**src/hdl/chrgb_pkg.sv**
```systemverilog
// Shared constants, types and helper functions of the count-to-color converter.
package chrgb_pkg;

  // Fraction format: unsigned Q0.FRAC_BITS, one = 2**FRAC_BITS
  localparam int FRAC_BITS = 16;
  localparam int COUNT_W   = 10;
  localparam int CFG_W     = 16;
  localparam int CFG_IDX_W = 1;
  localparam int BYTE_W    = 8;
  localparam int HUE_W     = FRAC_BITS + 1;
  localparam int H6_W      = FRAC_BITS + 3;
  localparam int SEXT_W    = 3;

  // Register indexes
  localparam logic [CFG_IDX_W-1:0] REG_SATURATION = 1'd0;
  localparam logic [CFG_IDX_W-1:0] REG_LIGHTNESS  = 1'd1;

  // Register reset values (Q0.16)
  localparam logic [CFG_W-1:0] SAT_RESET = 16'd64880;
  localparam logic [CFG_W-1:0] LIT_RESET = 16'd26214;

  // Count saturation limits and band starts
  localparam logic [COUNT_W-1:0] COUNT_MIN   = 10'd1;
  localparam logic [COUNT_W-1:0] COUNT_MAX   = 10'd1000;
  localparam logic [COUNT_W-1:0] BAND2_START = 10'd31;
  localparam logic [COUNT_W-1:0] BAND3_START = 10'd61;
  localparam logic [COUNT_W-1:0] WIDE_START  = 10'd91;

  // Reciprocals for the divide by 29 and by 999, rounded up, scaled by 2**(FRAC+20)
  localparam int RECIP_SHIFT = 20;
  localparam int RECIP_W     = FRAC_BITS + RECIP_SHIFT - 4;
  localparam int PROD_W      = COUNT_W + RECIP_W;
  localparam logic [63:0] RECIP_29_FULL =
    ((64'd1 << (FRAC_BITS + RECIP_SHIFT)) + 64'd28) / 64'd29;
  localparam logic [63:0] RECIP_999_FULL =
    ((64'd1 << (FRAC_BITS + RECIP_SHIFT)) + 64'd998) / 64'd999;
  localparam logic [RECIP_W-1:0] RECIP_29  = RECIP_29_FULL[RECIP_W-1:0];
  localparam logic [RECIP_W-1:0] RECIP_999 = RECIP_999_FULL[RECIP_W-1:0];

  // Fraction value of one
  localparam logic [FRAC_BITS:0] FRAC_ONE = {1'b1, {FRAC_BITS{1'b0}}};

  // Sextant codes
  localparam logic [SEXT_W-1:0] SEXT_0    = 3'd0;
  localparam logic [SEXT_W-1:0] SEXT_1    = 3'd1;
  localparam logic [SEXT_W-1:0] SEXT_2    = 3'd2;
  localparam logic [SEXT_W-1:0] SEXT_3    = 3'd3;
  localparam logic [SEXT_W-1:0] SEXT_4    = 3'd4;
  localparam logic [SEXT_W-1:0] SEXT_WRAP = 3'd6;

  // Hue stage result handed to the color mixer
  typedef struct packed {
    logic                 valid;
    logic [SEXT_W-1:0]    sextant;
    logic [FRAC_BITS-1:0] fract;
  } hue_t;

  // Brightest and darkest channel levels from saturation and lightness
  typedef struct packed {
    logic [FRAC_BITS:0] v;
    logic [FRAC_BITS:0] m;
  } level_t;

  // Rescale a Q0.16 register into the working fraction format
  function automatic logic [FRAC_BITS-1:0] to_frac(input logic [CFG_W-1:0] r);
    logic [FRAC_BITS+CFG_W-1:0] wide;
    wide = {r, {FRAC_BITS{1'b0}}};
    return wide[FRAC_BITS+CFG_W-1:CFG_W];
  endfunction

  // Truncate a fraction in 0..one to a byte of fraction times 255
  function automatic logic [BYTE_W-1:0] to_byte(input logic [FRAC_BITS:0] x);
    logic [FRAC_BITS+8:0] t;
    t = {x, 8'd0} - (FRAC_BITS + 9)'(x);
    return t[FRAC_BITS+7:FRAC_BITS];
  endfunction

endpackage

```
**src/hdl/chrgb_hue.sv**
```systemverilog
// Hue pipeline: count saturation, band split, divide by reciprocal, sextant split.
module chrgb_hue (
  input  logic                          clk,
  input  logic                          rst,
  input  logic                          advance,
  input  logic                          in_valid,
  input  logic [chrgb_pkg::COUNT_W-1:0] hit_count,
  output chrgb_pkg::hue_t               hue_out
);
  import chrgb_pkg::*;

  logic [COUNT_W-1:0]   count_sat;
  logic [COUNT_W-1:0]   num_next;
  logic                 wide_next;
  logic                 s1_valid;
  logic [COUNT_W-1:0]   s1_num;
  logic                 s1_wide;
  logic [RECIP_W-1:0]   recip;
  logic [PROD_W-1:0]    prod;
  logic                 s2_valid;
  logic [HUE_W-1:0]     s2_hue;
  logic [H6_W-1:0]      h6;
  logic [SEXT_W-1:0]    sext_next;
  logic [FRAC_BITS-1:0] fract_next;
  logic                 s3_valid;
  logic [SEXT_W-1:0]    s3_sextant;
  logic [FRAC_BITS-1:0] s3_fract;

  // Clamp the count and pick the band numerator
  always_comb begin
    count_sat = hit_count;
    if (hit_count < COUNT_MIN) begin
      count_sat = COUNT_MIN;
    end else if (hit_count > COUNT_MAX) begin
      count_sat = COUNT_MAX;
    end
    priority if (count_sat < BAND2_START) begin
      num_next  = count_sat - COUNT_MIN;
      wide_next = 1'b0;
    end else if (count_sat < BAND3_START) begin
      num_next  = count_sat - BAND2_START;
      wide_next = 1'b0;
    end else if (count_sat < WIDE_START) begin
      num_next  = count_sat - BAND3_START;
      wide_next = 1'b0;
    end else begin
      num_next  = count_sat - COUNT_MIN;
      wide_next = 1'b1;
    end
  end

  // Divide by the band length through a reciprocal multiply
  assign recip = s1_wide ? RECIP_999 : RECIP_29;
  assign prod  = PROD_W'(s1_num) * PROD_W'(recip);

  // Scale hue by six and split into sextant and fraction; a full hue wraps
  always_comb begin
    h6         = (H6_W'(s2_hue) << 2) + (H6_W'(s2_hue) << 1);
    sext_next  = h6[H6_W-1 -: SEXT_W];
    fract_next = h6[FRAC_BITS-1:0];
    if (sext_next >= SEXT_WRAP) begin
      sext_next  = SEXT_0;
      fract_next = '0;
    end
  end

  // Advance valid bits
  always_ff @(posedge clk) begin
    if (rst) begin
      s1_valid <= 1'b0;
      s2_valid <= 1'b0;
      s3_valid <= 1'b0;
    end else if (advance) begin
      s1_valid <= in_valid;
      s2_valid <= s1_valid;
      s3_valid <= s2_valid;
    end
  end

  // Advance payload
  always_ff @(posedge clk) begin
    if (advance) begin
      s1_num     <= num_next;
      s1_wide    <= wide_next;
      s2_hue     <= prod[RECIP_SHIFT +: HUE_W];
      s3_sextant <= sext_next;
      s3_fract   <= fract_next;
    end
  end

  always_comb begin
    hue_out.valid   = s3_valid;
    hue_out.sextant = s3_sextant;
    hue_out.fract   = s3_fract;
  end

endmodule

```
**src/hdl/chrgb_level.sv**
```systemverilog
// Configuration registers and the brightest/darkest level computation.
module chrgb_level (
  input  logic                            clk,
  input  logic                            rst,
  input  logic                            cfg_write,
  input  logic [chrgb_pkg::CFG_IDX_W-1:0] cfg_index,
  input  logic [chrgb_pkg::CFG_W-1:0]     cfg_data,
  output chrgb_pkg::level_t               level
);
  import chrgb_pkg::*;

  logic [CFG_W-1:0]       saturation;
  logic [CFG_W-1:0]       lightness;
  logic [FRAC_BITS-1:0]   s_frac;
  logic [FRAC_BITS-1:0]   l_frac;
  logic [2*FRAC_BITS-1:0] ls_prod;
  logic [FRAC_BITS-1:0]   ls;
  logic [FRAC_BITS+1:0]   two_l;
  logic [FRAC_BITS+1:0]   v_raw;
  logic [FRAC_BITS+1:0]   v_sat;
  logic [FRAC_BITS+1:0]   m_raw;
  logic [FRAC_BITS:0]     v_next;
  logic [FRAC_BITS:0]     m_next;
  logic [FRAC_BITS:0]     v_q;
  logic [FRAC_BITS:0]     m_q;

  // Hold register writes
  always_ff @(posedge clk) begin
    if (rst) begin
      saturation <= SAT_RESET;
      lightness  <= LIT_RESET;
    end else if (cfg_write) begin
      unique case (cfg_index)
        REG_SATURATION: saturation <= cfg_data;
        REG_LIGHTNESS:  lightness  <= cfg_data;
      endcase
    end
  end

  assign s_frac  = to_frac(saturation);
  assign l_frac  = to_frac(lightness);
  assign ls_prod = (2*FRAC_BITS)'(l_frac) * (2*FRAC_BITS)'(s_frac);

  // Brightest level, then darkest level, both clamped
  always_comb begin
    two_l = {1'b0, l_frac, 1'b0};
    if (two_l <= (FRAC_BITS + 2)'(FRAC_ONE)) begin
      v_raw = (FRAC_BITS + 2)'(l_frac) + (FRAC_BITS + 2)'(ls);
    end else begin
      v_raw = (FRAC_BITS + 2)'(l_frac) + (FRAC_BITS + 2)'(s_frac) - (FRAC_BITS + 2)'(ls);
    end
    v_sat = v_raw;
    if (v_raw > (FRAC_BITS + 2)'(FRAC_ONE)) begin
      v_sat = (FRAC_BITS + 2)'(FRAC_ONE);
    end
    m_raw = (two_l >= v_sat) ? (two_l - v_sat) : '0;
    if (m_raw > v_sat) begin
      m_raw = v_sat;
    end
    v_next = v_sat[FRAC_BITS:0];
    m_next = m_raw[FRAC_BITS:0];
  end

  // Register product, then levels
  always_ff @(posedge clk) begin
    ls  <= ls_prod[2*FRAC_BITS-1:FRAC_BITS];
    v_q <= v_next;
    m_q <= m_next;
  end

  always_comb begin
    level.v = v_q;
    level.m = m_q;
  end

endmodule

```
**src/hdl/chrgb_mix.sv**
```systemverilog
// Color mixer: sextant offset multiply, channel select and byte conversion.
module chrgb_mix (
  input  logic                         clk,
  input  logic                         rst,
  input  logic                         advance,
  input  chrgb_pkg::hue_t              hue_in,
  input  chrgb_pkg::level_t            level,
  output logic                         out_valid,
  output logic [chrgb_pkg::BYTE_W-1:0] red,
  output logic [chrgb_pkg::BYTE_W-1:0] green,
  output logic [chrgb_pkg::BYTE_W-1:0] blue
);
  import chrgb_pkg::*;

  logic [FRAC_BITS:0]     diff;
  logic [2*FRAC_BITS:0]   vsf_prod;
  logic                   s4_valid;
  logic [SEXT_W-1:0]      s4_sextant;
  logic [FRAC_BITS:0]     s4_vsf;
  logic [FRAC_BITS:0]     mid1;
  logic [FRAC_BITS:0]     mid2;
  logic [FRAC_BITS:0]     r_frac;
  logic [FRAC_BITS:0]     g_frac;
  logic [FRAC_BITS:0]     b_frac;

  // Scale the level span by the sextant fraction
  assign diff     = level.v - level.m;
  assign vsf_prod = (2*FRAC_BITS + 1)'(diff) * (2*FRAC_BITS + 1)'(hue_in.fract);

  // Rising and falling channel values
  assign mid1 = level.m + s4_vsf;
  assign mid2 = level.v - s4_vsf;

  // Route levels to channels by sextant
  always_comb begin
    unique case (s4_sextant)
      SEXT_0: begin
        r_frac = level.v; g_frac = mid1;    b_frac = level.m;
      end
      SEXT_1: begin
        r_frac = mid2;    g_frac = level.v; b_frac = level.m;
      end
      SEXT_2: begin
        r_frac = level.m; g_frac = level.v; b_frac = mid1;
      end
      SEXT_3: begin
        r_frac = level.m; g_frac = mid2;    b_frac = level.v;
      end
      SEXT_4: begin
        r_frac = mid1;    g_frac = level.m; b_frac = level.v;
      end
      default: begin
        r_frac = level.v; g_frac = level.m; b_frac = mid2;
      end
    endcase
  end

  // Advance valid bits
  always_ff @(posedge clk) begin
    if (rst) begin
      s4_valid  <= 1'b0;
      out_valid <= 1'b0;
    end else if (advance) begin
      s4_valid  <= hue_in.valid;
      out_valid <= s4_valid;
    end
  end

  // Advance payload
  always_ff @(posedge clk) begin
    if (advance) begin
      s4_sextant <= hue_in.sextant;
      s4_vsf     <= vsf_prod[FRAC_BITS +: FRAC_BITS + 1];
      red        <= to_byte(r_frac);
      green      <= to_byte(g_frac);
      blue       <= to_byte(b_frac);
    end
  end

endmodule

```
**src/hdl/count_to_hsl_rgb_color_core.sv**
```systemverilog
// Top level of the count-to-color converter: hue pipeline, level unit, mixer.
//
//   channel   direction  handshake              payload
//   request   in         in_valid / in_stall    hit_count[9:0]
//   result    out        out_valid / out_stall  red[7:0], green[7:0], blue[7:0]
//   config    in         cfg_write              cfg_index[0], cfg_data[15:0]
//
// One request per cycle while no result is held by out_stall; five register stages
// (clamp, reciprocal multiply, sextant split, span multiply, channel select) lie
// between a taken request and its result; the first is loaded at the taking edge.
// Synchronous reset clears all valid bits and loads the register defaults.
// A stalled result freezes the whole pipeline and in_stall follows out_stall
// while a result is held, so nothing is dropped or repeated.
// A register write reaches the level outputs through the product and level registers.
module count_to_hsl_rgb_color_core (
  input  logic                            clk,
  input  logic                            rst,
  input  logic                            in_valid,
  output logic                            in_stall,
  input  logic [chrgb_pkg::COUNT_W-1:0]   hit_count,
  output logic                            out_valid,
  input  logic                            out_stall,
  output logic [chrgb_pkg::BYTE_W-1:0]    red,
  output logic [chrgb_pkg::BYTE_W-1:0]    green,
  output logic [chrgb_pkg::BYTE_W-1:0]    blue,
  input  logic                            cfg_write,
  input  logic [chrgb_pkg::CFG_IDX_W-1:0] cfg_index,
  input  logic [chrgb_pkg::CFG_W-1:0]     cfg_data
);
  import chrgb_pkg::*;

  logic   advance;
  hue_t   hue;
  level_t level;

  // Freeze the pipeline while a result is held
  assign in_stall = out_valid & out_stall;
  assign advance  = ~in_stall;

  chrgb_hue u_hue (
    .clk       (clk),
    .rst       (rst),
    .advance   (advance),
    .in_valid  (in_valid),
    .hit_count (hit_count),
    .hue_out   (hue)
  );

  chrgb_level u_level (
    .clk       (clk),
    .rst       (rst),
    .cfg_write (cfg_write),
    .cfg_index (cfg_index),
    .cfg_data  (cfg_data),
    .level     (level)
  );

  chrgb_mix u_mix (
    .clk       (clk),
    .rst       (rst),
    .advance   (advance),
    .hue_in    (hue),
    .level     (level),
    .out_valid (out_valid),
    .red       (red),
    .green     (green),
    .blue      (blue)
  );

  // Zero lightness gives black
  a_black_on_zero_level: assert property (@(posedge clk) disable iff (rst)
    out_valid && (level.v == '0) |-> (red == '0) && (green == '0) && (blue == '0))
    else $error("nonzero color with zero level");

  // Some channel carries the brightest level
  a_peak_present: assert property (@(posedge clk) disable iff (rst)
    out_valid |-> (red == to_byte(level.v)) || (green == to_byte(level.v))
                  || (blue == to_byte(level.v)))
    else $error("no channel at the brightest level");

  // Some channel carries the darkest level
  a_floor_present: assert property (@(posedge clk) disable iff (rst)
    out_valid |-> (red == to_byte(level.m)) || (green == to_byte(level.m))
                  || (blue == to_byte(level.m)))
    else $error("no channel at the darkest level");

endmodule
```
**config.mk**
```make
export PLATFORM = sky130hd
export DESIGN_NAME = count_to_hsl_rgb_color_core
export DESIGN_NICKNAME = d
export VERILOG_FILES = /design/src/hdl/chrgb_pkg.sv /design/src/hdl/chrgb_hue.sv /design/src/hdl/chrgb_level.sv /design/src/hdl/chrgb_mix.sv /design/src/hdl/count_to_hsl_rgb_color_core.sv
export SDC_FILE = /design/constraint.sdc
export NUM_CORES = 2
export LEC_CHECK = 0
export BUFFER_PORTS_ARGS = -buffer_cell sky130_fd_sc_hd__buf_2
export CELL_PAD_IN_SITES_DETAIL_PLACEMENT = 1
export CELL_PAD_IN_SITES_GLOBAL_PLACEMENT = 1
export CORE_UTILIZATION = 45
export CTS_CLUSTER_SIZE = 12
export DETAILED_ROUTE_END_ITERATION = 7
export GPL_TIMING_DRIVEN = 0
export PLACE_DENSITY_LB_ADDON = 0.1
export SYNTH_ARGS = -nofsm -noshare
export SYNTH_HDL_FRONTEND = slang
export SYNTH_SLANG_ARGS = --single-unit
```
**constraint.sdc**
```tcl
create_clock -name clk -period 23.6 [get_ports clk]
set_input_delay 3.54 -clock clk [delete_from_list [all_inputs] [get_ports clk]]
set_output_delay 3.54 -clock clk [all_outputs]
set_load 0.03 [all_outputs]
```
======== Yosys cells after proc, flatten, opt, wreduce, memory -nomap -nowiden ========
Cells that the tools add are included.
cells by class
  add/subtract/negate cells ............... 14
  $mul .................................... 3
  order comparisons ....................... 10
  equality and inequality tests ........... 4
  muxes and demuxes ....................... 14
  bitwise gates (word level) .............. 2
  reductions and logical operators ........ 8
operators with widths
  cell                    count
  $pmux W17 S3            3
  $sub A24 B17 Y24        3
  $mux W18                3
  $mux W10                5
  $mul A10 B32 Y37        1
  $add A16 B16 Y17        2
  $sub A17 B17 Y17        2
  $mul A17 B16 Y33        1
  $mul A16 B16 Y32        1
  $mux W32                1
  $add A19 B18 Y19        1
  $ge A17 B18 Y1          1
  $gt A18 B17 Y1 const B  1
  $gt A18 B18 Y1          1
  $sub A17 B18 Y18        1
  $sub A18 B16 Y18        1
  $add A17 B17 Y17        1
  $le A17 B17 Y1 const B  1
  $mux W17                1
  $gt A10 B10 Y1 const B  1
  $lt A10 B1 Y1 const B   1
  $lt A10 B5 Y1 const B   1
  $lt A10 B6 Y1 const B   1
  $lt A10 B7 Y1 const B   1
  13 further kinds        19
storage, ports and cells
  flip-flop bits (word level) ............. 178
  bits of input ports ..................... 32
  output and inout bits ................... 26
  logic and storage cells ................. 75

======== Longest topological paths before layout ========
  word-level depth ........................ 9
  depth in mapped cells ................... 53
  gate-level depth less buffers ........... 51

======== Hierarchy ========
From an unflattened synthesis, not the netlist that was laid out.
second synthesis, totals
  cells, all modules ...................... 4425
  area, all modules ....................... 38197.9 um2
modules (own cells, without submodules)
  module                       times used  cells an instance  area an instance (um2)  seq. area each (um2)
  chrgb_mix                    1           1968               16370.7                 1361.3
  chrgb_level                  1           1609               13568.0                 1641.6
  chrgb_hue                    1           846                8249.2                  1441.4
  count_to_hsl_rgb_color_core  1           2                  10.0                    0.0

======== Worst setup path after synthesis ========
Ideal clock, no wire load.
  path kind ............................... in2out
  start point ............................. input out_stall
  end point ............................... output in_stall
  data arrival time ....................... 6291 ps
  required time ........................... 20060 ps
  path slack .............................. 13769 ps
  cell stages on the path ................. 2
  path buffers ............................ 0
  path through ............................ nand2_1 inv_1
on the way
  cells in the longest elaborated chain, start to end .. 1
RTL lines
  what             line                               text
  start, declared  count_to_hsl_rgb_color_core.sv:22  input logic out_stall,
  $and A1 B1 Y1    count_to_hsl_rgb_color_core.sv:37  assign in_stall = out_valid & out_stall;
  end, declared    count_to_hsl_rgb_color_core.sv:19  output logic in_stall,
Every way passes these cells.

======== Final worst setup path ========
  start point ............................. register u_level.lightness[1], in the netlist u_level.l_frac[1]
  end point ............................... register u_level.m_q[6]
on the way
  cells in the longest elaborated chain, start to end .. 9
  elaborated cells between the ends (all ways) .. 12
  classes of those cells .................. add/sub: 4; order compare: 4; mux: 4
RTL lines
  what                                                       line               text
  start, declared                                            chrgb_level.sv:13  logic [CFG_W-1:0] lightness;
  start signal, assigned                                     chrgb_level.sv:35  REG_LIGHTNESS: lightness <= cfg_data;
  $add A16 B16 Y17                                           chrgb_level.sv:50  v_raw = (FRAC_BITS + 2)'(l_frac) + (FRAC_BITS + 2)'(s_frac) - (FRAC_BITS + 2)'(ls);
  $sub A18 B16 Y18                                           chrgb_level.sv:50
  $mux W18 (*)                                               chrgb_level.sv:47  if (two_l <= (FRAC_BITS + 2)'(FRAC_ONE)) begin
  $gt A18 B17 Y1                                             chrgb_level.sv:53  if (v_raw > (FRAC_BITS + 2)'(FRAC_ONE)) begin
  $mux W18 (*)                                               chrgb_level.sv:53
  named net u_level.v_sat[2]                                 chrgb_level.sv:20  logic [FRAC_BITS+1:0] v_sat;
  $sub A17 B18 Y18 / $ge A17 B18 Y1 (equally long branches)  chrgb_level.sv:56  m_raw = (two_l >= v_sat) ? (two_l - v_sat) : '0;
  $mux W18                                                   chrgb_level.sv:56
  $gt A18 B18 Y1                                             chrgb_level.sv:57  if (m_raw > v_sat) begin
  $mux W17 (*)                                               chrgb_level.sv:57
  named net u_level.m_raw[6]                                 chrgb_level.sv:21  logic [FRAC_BITS+1:0] m_raw;
  end signal, assigned                                       chrgb_level.sv:68  m_q <= m_next;
  end, declared                                              chrgb_level.sv:25  logic [FRAC_BITS:0] m_q;
The timed path passes the listed nets; every way through them passes the cells marked *.
A chain may end at the register's enable or synchronous reset.

==> flow_metrics.tcl <==
set metrics [dict create \
    hold_start "u_hue.s3_sextant[2]$_SDFFCE_PP0N_" \
    critPathCaptureType "flop" \
    syn_avg_cell_area_um2 8.71 \
    critical_path.startpoint "u_level.l_frac[1]$_SDFFE_PP1P_" \
    footprint_of_the_flip_flops_and_latches_um2 4440 \
    netlist_instances 4135 \
    slew_margin_rel_pct 7.49 \
    hold_viol 0 \
    route.detailed.drc 0 \
    floorplan.die.height_um 285 \
    path_clk_slew_ns 0.09 \
    fin_skew_ns 0.0214 \
    slowest_delay_ns 0.54 \
    final.min_clock_period_ns 11.60 \
    clock_tree_from_tritoncts "yes" \
    yosysSeqAreaShare_pct 12.3 \
    first_global_vias 30600 \
    post-route-period-util_pct 49.2 \
    yosys_register_bits 177 \
    die_w_um 285 \
    ant_nets 0 \
    initial_antenna_violation_count 5 \
    fp-row-count 103 \
    cts.sinks 177 \
    worst-path-max-fanout 10 \
    grt.overflow.total 0 \
    wl_mm 106 \
    wl_per_cell_um 20.1 \
    final_common_cell "sky130_fd_sc_hd__inv_1" \
    cts_repair_resize_count 0 \
    worst_setup_path_start_kind "flop" \
    synth_edf_count 90 \
    die_area_um2 81100 \
    fraction_of_final_layout_cells_with_drive_strength_greater_than_1_pct 3.38 \
    syn_to_final_growth_pct 6.37 \
    min-delay-path-class "reg2reg" \
    place.port_buffers 55 \
    clk_latency_ns 0.51 \
    maxCapViolations 0 \
    critical_path.reg2reg.startpoint "u_level.l_frac[1]$_SDFFE_PP1P_" \
    yosys_warnings 0 \
    drt_iter0_drc 1295 \
    synth_top_flop_cell "sky130_fd_sc_hd__edfxtp_1" \
    post-dp-hpwl_mm 89.9 \
    placeableCoreArea_um2 79100 \
    post_drt_via_cell_ratio 5.45 \
    largest_buffer_count_on_any_clock_path 2 \
    fillCellCount 9456 \
    grt_start_max_net_pins 63 \
    setup_tns_ns 0 \
    hold_buffers 0 \
    worst_ep_required_time_ns 23.95 \
    grt_use_total_pct 26.9 \
    rsz0062_at_grt "false" \
    critPathSlowestCell "sky130_fd_sc_hd__clkbuf_1" \
    place_congestion 0.909 \
    max_freq_mhz 86.2 \
    setup_viol 0 \
    area_of_the_multi_input_gates_um2 28300 \
    synthesis.area_um2 36000 \
    tightest_slew_ns 1.35 \
    netlist-cell-type-count 94 \
    layout_common_cells "740 x sky130_fd_sc_hd__inv_1, 511 x sky130_fd_sc_hd__nand2_1, 507 x sky130_fd_sc_hd__ha_1" \
    final_net_count 5258 \
    outcome "completed" \
    timing.critical_path.arrival_ns 11.96 \
    clock_tree.htree_level_count 4 \
    async_flop_share_pct 0 \
    tritoncts.num_buffers 17 \
    global_route_wire_length_before_repair_mm 171 \
    timing.setup.critical_path_class "reg2reg" \
    top_level_ports 58 \
    ctsRootBufferMaster "sky130_fd_sc_hd__clkbuf_16" \
    vias_after_detailed_routing 28800 \
    timing_max_transition_violations_final 0 \
    post-cts-setup-buffer-count 0 \
    firstDrtPassIters 7 \
    starting_utilization_of_the_core_area_pct 45.5 \
]
-- layout make-up --
type	count	share of cell area, %
multi-input combinational	3093	73.9
clock buffer	18	1.15
clock inverter	14	0.487
buffer	134	1.36
inverter	742	7.27
sequential	177	11.6
antenna	1	0.00653
timing repair buffer	56	0.791
tap	1050	3.43
-- kinds of logic (layout without fill, tap and decap cells) --
| group | after synthesis | in the layout | share of synthesized area (%) |
|---|---|---|---|
| and+or+nand+nor | 1254 | 1254 | 16.9 |
| adders and majority gates | 1005 | 1005 | 45.3 |
| buffers and inverters | 876 | 964 | 9.18 |
| AOI/OAI and AO/OA | 634 | 634 | 11.5 |
| DFF | 177 | 177 | 12.3 |
| xor gates and xnor gates | 166 | 166 | 4.04 |
| muxes | 21 | 21 | 0.612 |
| other | 2 | 14 | 0.0209 |
-- routing by layer --
| layer | track usage (%) | vias up | part of all wire, % | wire length [um] |
|---|---|---|---|---|
| li1 | - | 13600 | - | - |
| met4 | 6.84 | 0 | 2.2 | 2330 |
| met1 | 35.6 | 14600 | 45 | 48300 |
| met2 | 47.0 | 490 | 50 | 52700 |
| met5 | 0 | - | 0 | 0 |
| met3 | 2.69 | 134 | 2.9 | 3090 |
-- through the flow --
stage	worst slack, ns	cell area [um2]	instances	util (%)	hold WS [ns]
floorplan	13.77	36000	4146	-	0.400
global placement	12.06	37600	5251	47.6	0.403
detailed placement	12.10	37700	5252	47.6	0.426
CTS	12.04	38300	5284	48.4	0.432
global route	11.17	38300	5284	48.4	0.438
finish	12.00	38300	5285	48.4	0.423
-- worst max-delay path, delay by kind of cell (launching register included) --
family | cells | cell delay (ns)
compound gates | 27 | 5.16
flops | 1 | 0.49
buf+inv | 6 | 2.20
xor+xnor | 1 | 0.13
simple gates | 9 | 1.74
fa+ha+maj | 4 | 1.48
mux | 1 | 0.22
-- state kept, by name, indices dropped and copies added, names as in the netlist, 10 cells and up --
register	cells
u_level.v_q	17
u_level.l_frac	16
u_mix.s4_vsf	17
u_level.m_q	17
u_hue.s1_num	10
u_level.s_frac	16
u_hue.s3_fract	15
u_level.ls	16
u_hue.s2_hue	17
-- cell usage after synthesis (5+ instances only) --
library cell                number  share of area [%]
sky130_fd_sc_hd__inv_1         740                7.7
sky130_fd_sc_hd__nand2_1       512                5.3
sky130_fd_sc_hd__ha_1          507                 18
sky130_fd_sc_hd__fa_1          498                 28
sky130_fd_sc_hd__a21oi_1       201                2.8
sky130_fd_sc_hd__and2_1        194                3.4
sky130_fd_sc_hd__nor2_1        184                1.9
sky130_fd_sc_hd__clkbuf_1      125                1.3
sky130_fd_sc_hd__o21ai_0       107                1.5
sky130_fd_sc_hd__xnor2_1       107                2.6
sky130_fd_sc_hd__edfxtp_1       90                7.5
sky130_fd_sc_hd__dfxtp_1        87                4.8
sky130_fd_sc_hd__a21o_1         64                1.3
sky130_fd_sc_hd__nor3_1         61               0.85
sky130_fd_sc_hd__xor2_1         59                1.4
sky130_fd_sc_hd__nor2b_1        54               0.94
sky130_fd_sc_hd__nand3_1        42               0.58
sky130_fd_sc_hd__nand2b_1       33               0.57
sky130_fd_sc_hd__and3_1         27               0.47
sky130_fd_sc_hd__o21bai_1       26               0.54
sky130_fd_sc_hd__or2_2          26               0.45
sky130_fd_sc_hd__a211oi_1       25               0.52
sky130_fd_sc_hd__nand4_1        25               0.43
sky130_fd_sc_hd__o211ai_1       25               0.52
sky130_fd_sc_hd__o21a_1         24               0.50
sky130_fd_sc_hd__or3_1          23               0.40
sky130_fd_sc_hd__nand3b_1       22               0.46
sky130_fd_sc_hd__mux2i_1        16               0.44
sky130_fd_sc_hd__nor4_1         16               0.28
sky130_fd_sc_hd__o31ai_1        15               0.31
sky130_fd_sc_hd__a31oi_1        13               0.23
sky130_fd_sc_hd__a21boi_0       12               0.25
sky130_fd_sc_hd__a211o_1        11               0.27
sky130_fd_sc_hd__nor3b_1        10               0.21
sky130_fd_sc_hd__a2111oi_0       8               0.19
sky130_fd_sc_hd__o221ai_1        8               0.19
sky130_fd_sc_hd__o22ai_1         8               0.14
sky130_fd_sc_hd__a31o_2          6               0.15
sky130_fd_sc_hd__o2111ai_1       6               0.15
sky130_fd_sc_hd__a311oi_1        5               0.12
sky130_fd_sc_hd__buf_1           5              0.052
sky130_fd_sc_hd__o211a_1         5               0.14
sky130_fd_sc_hd__o22a_1          5               0.12
-- final timing paths --
check                                        to  slack [ns]  depth (start not counted)
hold reg to reg   u_mix.s4_sextant[2]$_DFFE_PN_        0.42                          0
setup / recovery         u_level.m_q[6]$_DFF_P_       12.00                         48
hold / removal    u_mix.s4_sextant[2]$_DFFE_PN_        0.42                          0
setup reg to reg         u_level.m_q[6]$_DFF_P_       12.00                         48
Power is not shown: default switching activity piles up to over one toggle a cycle in this logic, so the estimate is an artifact.
